### config.mk
export PLATFORM = sky130hd
export DESIGN_NAME = compressed_message_block_deframer_flat
export DESIGN_NICKNAME = d
export VERILOG_FILES = /design/src/hdl/cmbd_pkg.sv /design/src/hdl/cmbd_in_if.sv /design/src/hdl/cmbd_out_if.sv /design/src/hdl/cmbd_in_stage.sv /design/src/hdl/cmbd_core.sv /design/src/hdl/cmbd_out_stage.sv /design/src/hdl/compressed_message_block_deframer.sv /design/src/flat_wrapper.sv
export VERILOG_INCLUDE_DIRS = /design/src /design/src/hdl
export SDC_FILE = /design/constraint.sdc
export NUM_CORES = 1
export LEC_CHECK = 0
export ABC_AREA = 1
export ABC_CLOCK_PERIOD_IN_PS = 2070
export CORE_MARGIN = 3
export CORE_UTILIZATION = 45
export CTS_BUF_LIST = sky130_fd_sc_hd__clkbuf_8
export DETAILED_ROUTE_END_ITERATION = 10
export DONT_BUFFER_PORTS = 1
export SETUP_SLACK_MARGIN = 0.5
export SYNTH_ARGS = -nofsm -noshare
export SYNTH_HDL_FRONTEND = slang
export SYNTH_SLANG_ARGS = --single-unit
### constraint.sdc
create_clock -name clk -period 2.07 [get_ports clk]
set_clock_uncertainty 0.05 [all_clocks]
set_input_delay 0.414 -clock clk [delete_from_list [all_inputs] [get_ports clk]]
set_output_delay 0.414 -clock clk [all_outputs]
set_load 0.005 [all_outputs]
### src/hdl/compressed_message_block_deframer_macros.svh
// Assertion macros used by the deframer core.
`ifndef COMPRESSED_MESSAGE_BLOCK_DEFRAMER_MACROS_SVH
`define COMPRESSED_MESSAGE_BLOCK_DEFRAMER_MACROS_SVH

`ifndef SYNTH
`define CMBD_ASSERT(lbl, prop, msg) \
	lbl: assert property (@(posedge clk) disable iff (!arst_n) prop) else $error(msg);
`define CMBD_ASSERT_NEVER(lbl, cond, msg) \
	lbl: assert property (@(posedge clk) disable iff (!arst_n) !(cond)) else $error(msg);
`else
`define CMBD_ASSERT(lbl, prop, msg)
`define CMBD_ASSERT_NEVER(lbl, cond, msg)
`endif

`endif

### src/hdl/cmbd_pkg.sv
// Types and constants of the compressed message block deframer.
package cmbd_pkg;

	typedef enum logic [2:0] {
		PH_SOH,
		PH_LEN,
		PH_TITLE,
		PH_OFFSET,
		PH_MARK,
		PH_BLEN,
		PH_PAYLOAD,
		PH_CHECK
	} phase_t;

	localparam logic [2:0] EV_FRAME     = 3'd0;
	localparam logic [2:0] EV_TITLE     = 3'd1;
	localparam logic [2:0] EV_TITLE_END = 3'd2;
	localparam logic [2:0] EV_PAYLOAD   = 3'd3;
	localparam logic [2:0] EV_OK        = 3'd4;
	localparam logic [2:0] EV_ERROR     = 3'd5;

	localparam logic [2:0] ERR_NONE        = 3'd0;
	localparam logic [2:0] ERR_NO_SOH      = 3'd1;
	localparam logic [2:0] ERR_TITLE_LONG  = 3'd2;
	localparam logic [2:0] ERR_OFFSET_NZ   = 3'd3;
	localparam logic [2:0] ERR_OFFSET_LONG = 3'd4;
	localparam logic [2:0] ERR_BAD_MARK    = 3'd5;
	localparam logic [2:0] ERR_CHECKSUM    = 3'd6;

	localparam logic [7:0] SOH_BYTE   = 8'h01;
	localparam logic [7:0] STX_BYTE   = 8'h02;
	localparam logic [7:0] EOT_BYTE   = 8'h04;
	localparam logic [7:0] ZERO_CHAR  = 8'h30;
	localparam logic [7:0] OFFSET_MAX = 8'd6;

	typedef struct packed {
		logic [2:0] event_kind;
		logic [7:0] data_byte;
		logic [2:0] error_code;
	} result_t;

endpackage

### src/hdl/cmbd_in_if.sv
// Input byte channel.
interface cmbd_in_if;
	logic       valid;
	logic       ready;
	logic [7:0] rx_byte;

	modport source (output valid, output rx_byte, input ready);
	modport sink (input valid, input rx_byte, output ready);
endinterface

### src/hdl/cmbd_out_if.sv
// Result channel.
interface cmbd_out_if;
	logic       valid;
	logic       ready;
	logic [2:0] event_kind;
	logic [7:0] data_byte;
	logic [2:0] error_code;

	modport source (output valid, output event_kind, output data_byte, output error_code,
		input ready);
	modport sink (input valid, input event_kind, input data_byte, input error_code,
		output ready);
endinterface

### src/hdl/cmbd_in_stage.sv
// Input register stage: holds one received byte until the core takes it.
module cmbd_in_stage (
	input  logic       clk,
	input  logic       arst_n,
	cmbd_in_if.sink    rx,
	input  logic       take,
	output logic       valid_s1,
	output logic [7:0] byte_s1
);
	assign rx.ready = !valid_s1 || take;

	always_ff @(posedge clk or negedge arst_n) begin
		if (!arst_n) begin
			valid_s1 <= 1'b0;
		end else if (rx.ready) begin
			valid_s1 <= rx.valid;
		end
	end

	always_ff @(posedge clk) begin
		if (rx.valid && rx.ready) begin
			byte_s1 <= rx.rx_byte;
		end
	end
endmodule

### src/hdl/cmbd_core.sv
// Deframing state machine: per-byte state update and result decode.
`include "compressed_message_block_deframer_macros.svh"

module cmbd_core #(
	parameter int TITLE_MAX = 179
) (
	input  logic             clk,
	input  logic             arst_n,
	input  logic             take,
	input  logic [7:0]       rx_byte,
	output cmbd_pkg::result_t res
);
	import cmbd_pkg::*;

	phase_t     phase_q, phase_d;
	logic [7:0] cnt_q, cnt_d;
	logic       ozero_q, ozero_d;
	logic [8:0] brem_q, brem_d;
	logic [7:0] sum_q, sum_d;
	logic       failed_q, failed_d;
	logic [8:0] brem_dec;
	logic [7:0] sum_add;

	assign brem_dec = brem_q - 9'd1;
	assign sum_add  = sum_q + rx_byte;

	always_ff @(posedge clk or negedge arst_n) begin
		if (!arst_n) begin
			phase_q  <= PH_SOH;
			cnt_q    <= '0;
			ozero_q  <= 1'b0;
			brem_q   <= '0;
			sum_q    <= '0;
			failed_q <= 1'b0;
		end else if (take) begin
			phase_q  <= phase_d;
			cnt_q    <= cnt_d;
			ozero_q  <= ozero_d;
			brem_q   <= brem_d;
			sum_q    <= sum_d;
			failed_q <= failed_d;
		end
	end

	always_comb begin
		phase_d        = phase_q;
		cnt_d          = cnt_q;
		ozero_d        = ozero_q;
		brem_d         = brem_q;
		sum_d          = sum_q;
		failed_d       = failed_q;
		res.event_kind = EV_FRAME;
		res.data_byte  = '0;
		res.error_code = ERR_NONE;
		if (!failed_q) begin
			unique case (phase_q)
				PH_LEN: begin
					phase_d = PH_TITLE;
					cnt_d   = '0;
				end
				PH_TITLE: begin
					if (rx_byte == 8'd0) begin
						res.event_kind = EV_TITLE_END;
						cnt_d          = '0;
						ozero_d        = 1'b0;
						phase_d        = PH_OFFSET;
					end else if (cnt_q >= 8'(TITLE_MAX)) begin
						res.error_code = ERR_TITLE_LONG;
					end else begin
						res.event_kind = EV_TITLE;
						res.data_byte  = rx_byte;
						cnt_d          = cnt_q + 8'd1;
					end
				end
				PH_OFFSET: begin
					if (rx_byte == 8'd0) begin
						sum_d = '0;
						if (ozero_q && cnt_q == 8'd1) begin
							cnt_d   = '0;
							phase_d = PH_MARK;
						end else begin
							res.error_code = ERR_OFFSET_NZ;
						end
					end else if (cnt_q >= OFFSET_MAX) begin
						res.error_code = ERR_OFFSET_LONG;
					end else begin
						ozero_d = (cnt_q == 8'd0) && (rx_byte == ZERO_CHAR);
						cnt_d   = cnt_q + 8'd1;
					end
				end
				PH_MARK: begin
					if (rx_byte == STX_BYTE) begin
						phase_d = PH_BLEN;
					end else if (rx_byte == EOT_BYTE) begin
						phase_d = PH_CHECK;
					end else begin
						res.error_code = ERR_BAD_MARK;
					end
				end
				PH_BLEN: begin
					// zero length means a full block of 256
					brem_d  = (rx_byte == 8'd0) ? 9'd256 : {1'b0, rx_byte};
					phase_d = PH_PAYLOAD;
				end
				PH_PAYLOAD: begin
					res.event_kind = EV_PAYLOAD;
					res.data_byte  = rx_byte;
					sum_d          = sum_add;
					brem_d         = brem_dec;
					if (brem_dec == 9'd0) begin
						phase_d = PH_MARK;
					end
				end
				PH_CHECK: begin
					if (sum_add != 8'd0) begin
						res.error_code = ERR_CHECKSUM;
					end else begin
						// rearm for the next message
						res.event_kind = EV_OK;
						phase_d        = PH_SOH;
						cnt_d          = '0;
						ozero_d        = 1'b0;
						brem_d         = '0;
						sum_d          = '0;
					end
				end
				default: begin
					if (rx_byte == SOH_BYTE) begin
						phase_d = PH_LEN;
					end else begin
						res.error_code = ERR_NO_SOH;
					end
				end
			endcase
			if (res.error_code != ERR_NONE) begin
				res.event_kind = EV_ERROR;
				res.data_byte  = '0;
				failed_d       = 1'b1;
			end
		end
	end

	`CMBD_ASSERT(a_failed_sticky, failed_q |=> failed_q, "failed state cleared without reset")
	`CMBD_ASSERT(a_error_sets_failed, (take && res.event_kind == EV_ERROR) |=> failed_q, "error did not set failed state")
	`CMBD_ASSERT_NEVER(a_kind_code_match, (res.event_kind == EV_ERROR) != (res.error_code != ERR_NONE), "error kind and code disagree")
	`CMBD_ASSERT_NEVER(a_payload_count, !failed_q && phase_q == PH_PAYLOAD && brem_q == 9'd0, "payload phase with empty block")
endmodule

### src/hdl/cmbd_out_stage.sv
// Result register: holds one result until the sink takes it.
module cmbd_out_stage (
	input  logic              clk,
	input  logic              arst_n,
	input  logic              load,
	input  cmbd_pkg::result_t res,
	output logic              free,
	cmbd_out_if.source        tx
);
	import cmbd_pkg::*;

	logic    valid_q;
	result_t res_q;

	assign free          = !valid_q || tx.ready;
	assign tx.valid      = valid_q;
	assign tx.event_kind = res_q.event_kind;
	assign tx.data_byte  = res_q.data_byte;
	assign tx.error_code = res_q.error_code;

	always_ff @(posedge clk or negedge arst_n) begin
		if (!arst_n) begin
			valid_q <= 1'b0;
		end else if (free) begin
			valid_q <= load;
		end
	end

	always_ff @(posedge clk) begin
		if (load) begin
			res_q <= res;
		end
	end
endmodule

### src/hdl/compressed_message_block_deframer.sv
// Path: input stage register, combinational core decode, then the result register.
// Throughput: one byte per cycle while the sink takes results; the core's state update sets the pace.
// While a result waits on the output, the core holds and the input stage keeps one byte.
// Reset (arst_n low) empties both stages and rearms to waiting for SOH, failed cleared.
// Title length limit is TITLE_MAX bytes.
module compressed_message_block_deframer #(
	parameter int TITLE_MAX = 179
) (
	input  logic       clk,
	input  logic       arst_n,
	cmbd_in_if.sink    rx,
	cmbd_out_if.source tx
);
	import cmbd_pkg::*;

	logic       valid_s1;
	logic [7:0] byte_s1;
	logic       out_free;
	logic       take;
	result_t    res;

	assign take = valid_s1 && out_free;

	cmbd_in_stage u_in (
		.clk      (clk),
		.arst_n   (arst_n),
		.rx       (rx),
		.take     (take),
		.valid_s1 (valid_s1),
		.byte_s1  (byte_s1)
	);

	cmbd_core #(
		.TITLE_MAX (TITLE_MAX)
	) u_core (
		.clk     (clk),
		.arst_n  (arst_n),
		.take    (take),
		.rx_byte (byte_s1),
		.res     (res)
	);

	cmbd_out_stage u_out (
		.clk    (clk),
		.arst_n (arst_n),
		.load   (take),
		.res    (res),
		.free   (out_free),
		.tx     (tx)
	);
endmodule
### src/flat_wrapper.sv
// flat-port wrapper written by rule: the top's interface ports become plain ports
module compressed_message_block_deframer_flat import cmbd_pkg::*;
#(
	parameter int TITLE_MAX = 179
)
  (clk, arst_n, rx_valid, rx_rx_byte, rx_ready, tx_valid, tx_event_kind, tx_data_byte, tx_error_code, tx_ready);
  cmbd_in_if rx_i ();
  cmbd_out_if tx_i ();
  input  logic clk;
  input  logic arst_n;
  input wire logic [$bits(rx_i.valid)-1:0] rx_valid;
  input wire logic [$bits(rx_i.rx_byte)-1:0] rx_rx_byte;
  output wire logic [$bits(rx_i.ready)-1:0] rx_ready;
  output wire logic [$bits(tx_i.valid)-1:0] tx_valid;
  output wire logic [$bits(tx_i.event_kind)-1:0] tx_event_kind;
  output wire logic [$bits(tx_i.data_byte)-1:0] tx_data_byte;
  output wire logic [$bits(tx_i.error_code)-1:0] tx_error_code;
  input wire logic [$bits(tx_i.ready)-1:0] tx_ready;
  assign rx_i.valid = rx_valid;
  assign rx_i.rx_byte = rx_rx_byte;
  assign rx_ready = rx_i.ready;
  assign tx_valid = tx_i.valid;
  assign tx_event_kind = tx_i.event_kind;
  assign tx_data_byte = tx_i.data_byte;
  assign tx_error_code = tx_i.error_code;
  assign tx_i.ready = tx_ready;
  compressed_message_block_deframer #(.TITLE_MAX(TITLE_MAX)) u_core (.clk(clk), .arst_n(arst_n), .rx(rx_i), .tx(tx_i));
endmodule
==> impl_metrics.csv <==
group,metric,value,unit
outcome,outcome,"finished, violations left",
outcome,violations,"setup timing",
yosys,synth_ff_type,"dfrtp_1",
sta,rsz0062_at_grt,"true",
setup_path,r2r-start,"u_core.u_in.byte_s1[0]",
place,place_ws,-300,ps
final_layout,drive_above_1_share,29.8,%
clocking,clock_sinks,54,
pwr,power.total,2.16,mW
yosys,synth_seq_cells,54,
final_layout,nFillCells,645,
setup_path,startpoint_type,"register",
setup_path,end_kind,"register",
setup_path,crit_fanout,5,
setup_path,cp-startpoint,"u_core.u_in.byte_s1[0]",
final_layout,design_area,0.00457,mm²
final_layout,antenna_cells,0,
flow_run,maxCapViolations,0,
yosys,synth_edf_count,22,
drt,vias,3206,
clocking,cts_buffer_depth,2,
floorplan,die_x,95.4,µm
place,post_dp_cell_area,0.00418,mm²
sta,tightest_slew,474,ps
setup_path,worstPathArrival,2380,ps
yosys,synth-async-reset-ratio,59.3,%
sta,final_max_slew_viol_count,0,
setup_path,slowest_stage,"fa_2",
sta,hold_viol,0,
floorplan,start_util,48.0,%
drt,drtIter0Drc,231,
sta,final.setup.tns,-10850,ps
drt,wl_per_cell,14.0,µm
sta,final-setup-viol-count,43,
sta,fmax,424,MHz
place,io_buffer_count,0,
grt,grt_pass1_vias,3152,
floorplan,rows,31,
setup_path,reg2reg_slack,-290,ps
clocking,clk_latency,320,ps
yosys,synth_cell_types,43,
yosys,syn_inst,465,
worst_hold_path,hold_path_depth,0,
setup_path,cpMostUsedCell,"nor2_1",
drt,drc,0,
setup_path,critical-path-max-stage-delay,530,ps
grt,globalRouteTotalUtil,20.8,%
worst_hold_path,hp-start,"rx_rx_byte[7]",
clocking,cts_tree,"yes",
floorplan,core_area,0.00749,mm²
grt,grt_pass1_wl,14.7,mm
sta,finalWorstSetupSlack,-288,ps
sta,slew_headroom,68.2,%
sta,fin_crit,2360,ps
final_layout,fin_util,61.1,%
clocking,numCtsBuffers,5,
pwr,pwr_density_cell,473,mW/mm²
pwr,ir_drop,398,µV
clocking,clk_pin_slew_worst_paths,110,ps
yosys,ys_warn_count,0,
setup_path,cp_data_required_time,2090,ps
grt,antenna_found_initial,0,
floorplan,dieArea,0.00910,mm²
drt,dr.pass1.iters,5,
worst_hold_path,holdPathEnd,"u_core.u_in.byte_s1[7]",
clocking,cts_max_level,2,
drt,wl,8.87,mm
setup_path,reg2reg_depth,12,
final_layout,area.sequential,0.00146,mm²
yosys,synthesis.nets,491,
place,routabilityCongestion,0.901,
sta,fin_crit_sh,114,%
grt,grt_start_max_net_pins,33,
setup_path,cp_cell_sequence,"ha_2 > inv_2 > fa_2 > nand2_1 > nor2_2 > nand3_2 > nor2_4 > nand2_4 > nand2_8 > nand4_4 > nor2_1 > nor2_1",
pwr,leakagePower,2.13,nW
final_layout,final_nets,559,
floorplan,ios,28,
drt,vias_per_cell,5.06,
yosys,avgSynthCellArea,7.73,µm²
yosys,yosysSeqAreaShare,40.6,%
floorplan,die_y,95.4,µm
place,dp_hpwl,6.75,mm
drt,ant_nets,0,
final_layout,multiInputGateArea,0.00208,mm²
grt,grt_overflow_total,0,
setup_path,r2r_end,"u_core.u_out.tx.event_kind[2]",
clocking,cts_root_buf,"clkbuf_8",
worst_hold_path,hp-class,"input port to register",
setup_path,critPathKind,"register to register",
final_layout,areaGrowthSynthToFinish,27.1,%
yosys,syn_area,0.00360,mm²
[flip-flops by register name (all words and copies together) (netlist names)]
name	cells
u_core.u_core.brem_q	9
u_core.u_core.phase_q	3
u_core.u_out.tx.valid	1
u_core.u_out.tx.error_code	3
u_core.u_out.tx.event_kind	3
u_core.u_core.ozero_q	1
u_core.u_in.valid_s1	1
u_core.u_core.failed_q	1
u_core.u_in.byte_s1	8
u_core.u_core.sum_q	8
u_core.u_core.cnt_q	8
u_core.u_out.tx.data_byte	8
[report_power, final]
group | switching, mW | internal (mW) | leakage (nW)
logic | 0.188 | 0.149 | 1.43
registers | 0.0322 | 1.17 | 0.654
clock network | 0.373 | 0.245 | 0.0447
total | 0.593 | 1.57 | 2.13
[placed cells by master, fill, tap and decap left out, types with 9 or more instances in the layout]
| master | synthesis | layout |
|---|---|---|
| nand2_1 | 137 | 128 |
| buf_4 | 2 | 59 |
| nor2_1 | 54 | 53 |
| inv_1 | 51 | 44 |
| nand3_1 | 46 | 34 |
| dfrtp_1 | 32 | 32 |
| edfxtp_1 | 22 | 22 |
| nand2_2 | 11 | 16 |
| nand3_2 | 3 | 15 |
| a21oi_1 | 11 | 9 |
| nor3_2 | 9 | 9 |
| o21ai_0 | 9 | 9 |
| ha_1 | 13 | 9 |
[cell families (layout without fill, tap and decap cells)]
family,after synthesis,after routing,synth area share [%]
adder cells (fa/ha/maj),14,14,5.08
flip-flops,54,54,40.6
AO/OA/AOI/OAI,30,30,5.08
AND/OR/NAND/NOR,292,293,39.3
XOR/XNOR,10,10,2.44
buffers and inverters,65,133,7.45
[metrics by stage]
step | hold slack, ps | std cells
after global routing | 107 | 633
after floorplan | 68.4 | 465
after global placement | 70.5 | 608
after CTS | 127 | 627
final | 134 | 633
after detailed placement | 70.6 | 608
[cell usage after synthesis (5+ instances only)]
cell type	number	area share [%]
edfxtp_1	22	18
a21oi_1	11	1.5
nand3_1	46	6.4
o21ai_0	9	1.3
nor3_1	5	0.70
ha_1	13	4.5
nand4_1	8	1.4
inv_1	51	5.3
nor3_2	9	2.5
dfrtp_1	32	22
nand2_2	11	1.9
nor2_1	54	5.6
xnor2_1	6	1.5
nand2_1	137	14
[how the worst max path moves through the flow]
stage,endpoint,depth (start not counted)
3_5_place_dp,u_core.u_core.sum_q[5],13
3_3_place_gp,u_core.u_core.sum_q[5],13
6_report,u_core.u_out.tx.event_kind[2],12
5_1_grt,u_core.u_out.tx.event_kind[1],15
2_1_floorplan,u_core.u_core.sum_q[2],14
4_1_cts,u_core.u_out.tx.data_byte[3],12
[per-layer routing]
layer	track usage (%)	vias to the layer above	routed length [µm]
met5	0	-	0
met4	6.75	0	178
met3	4.03	11	382
met2	34.1	66	4130
met1	27.6	1493	4180
li1	-	1636	-
[worst max-delay path: cells and delay by family (launching register included)]
kind / cells / cell delay [ps]
and+or+nand+nor: 9 / 900
DFF: 1 / 400
adders and majority gates: 2 / 730
buffers and inverters: 1 / 40
[repair_timing]
item / in CTS / in global routing
endpoints found under the hold margin: 32 / 0
hold buffers: 2 / 0
pin swaps: 8 / 7
gates cloned: 1 / 0
buffers inserted: 8 / 6
resized for setup: 20 / 17
setup endpoints to repair: 44 / 58
[final cells by class]
type                            count  area share (%)
Clock inverter                      3           0.547
Sequential cell                    54            32.0
Multi-Input combinational cell    347            45.4
Clock buffer                        5            1.51
Inverter                           55            4.71
Tap cell                           99            2.71
Timing Repair Buffer               70            13.1
Power figures use the tool's default switching activity.
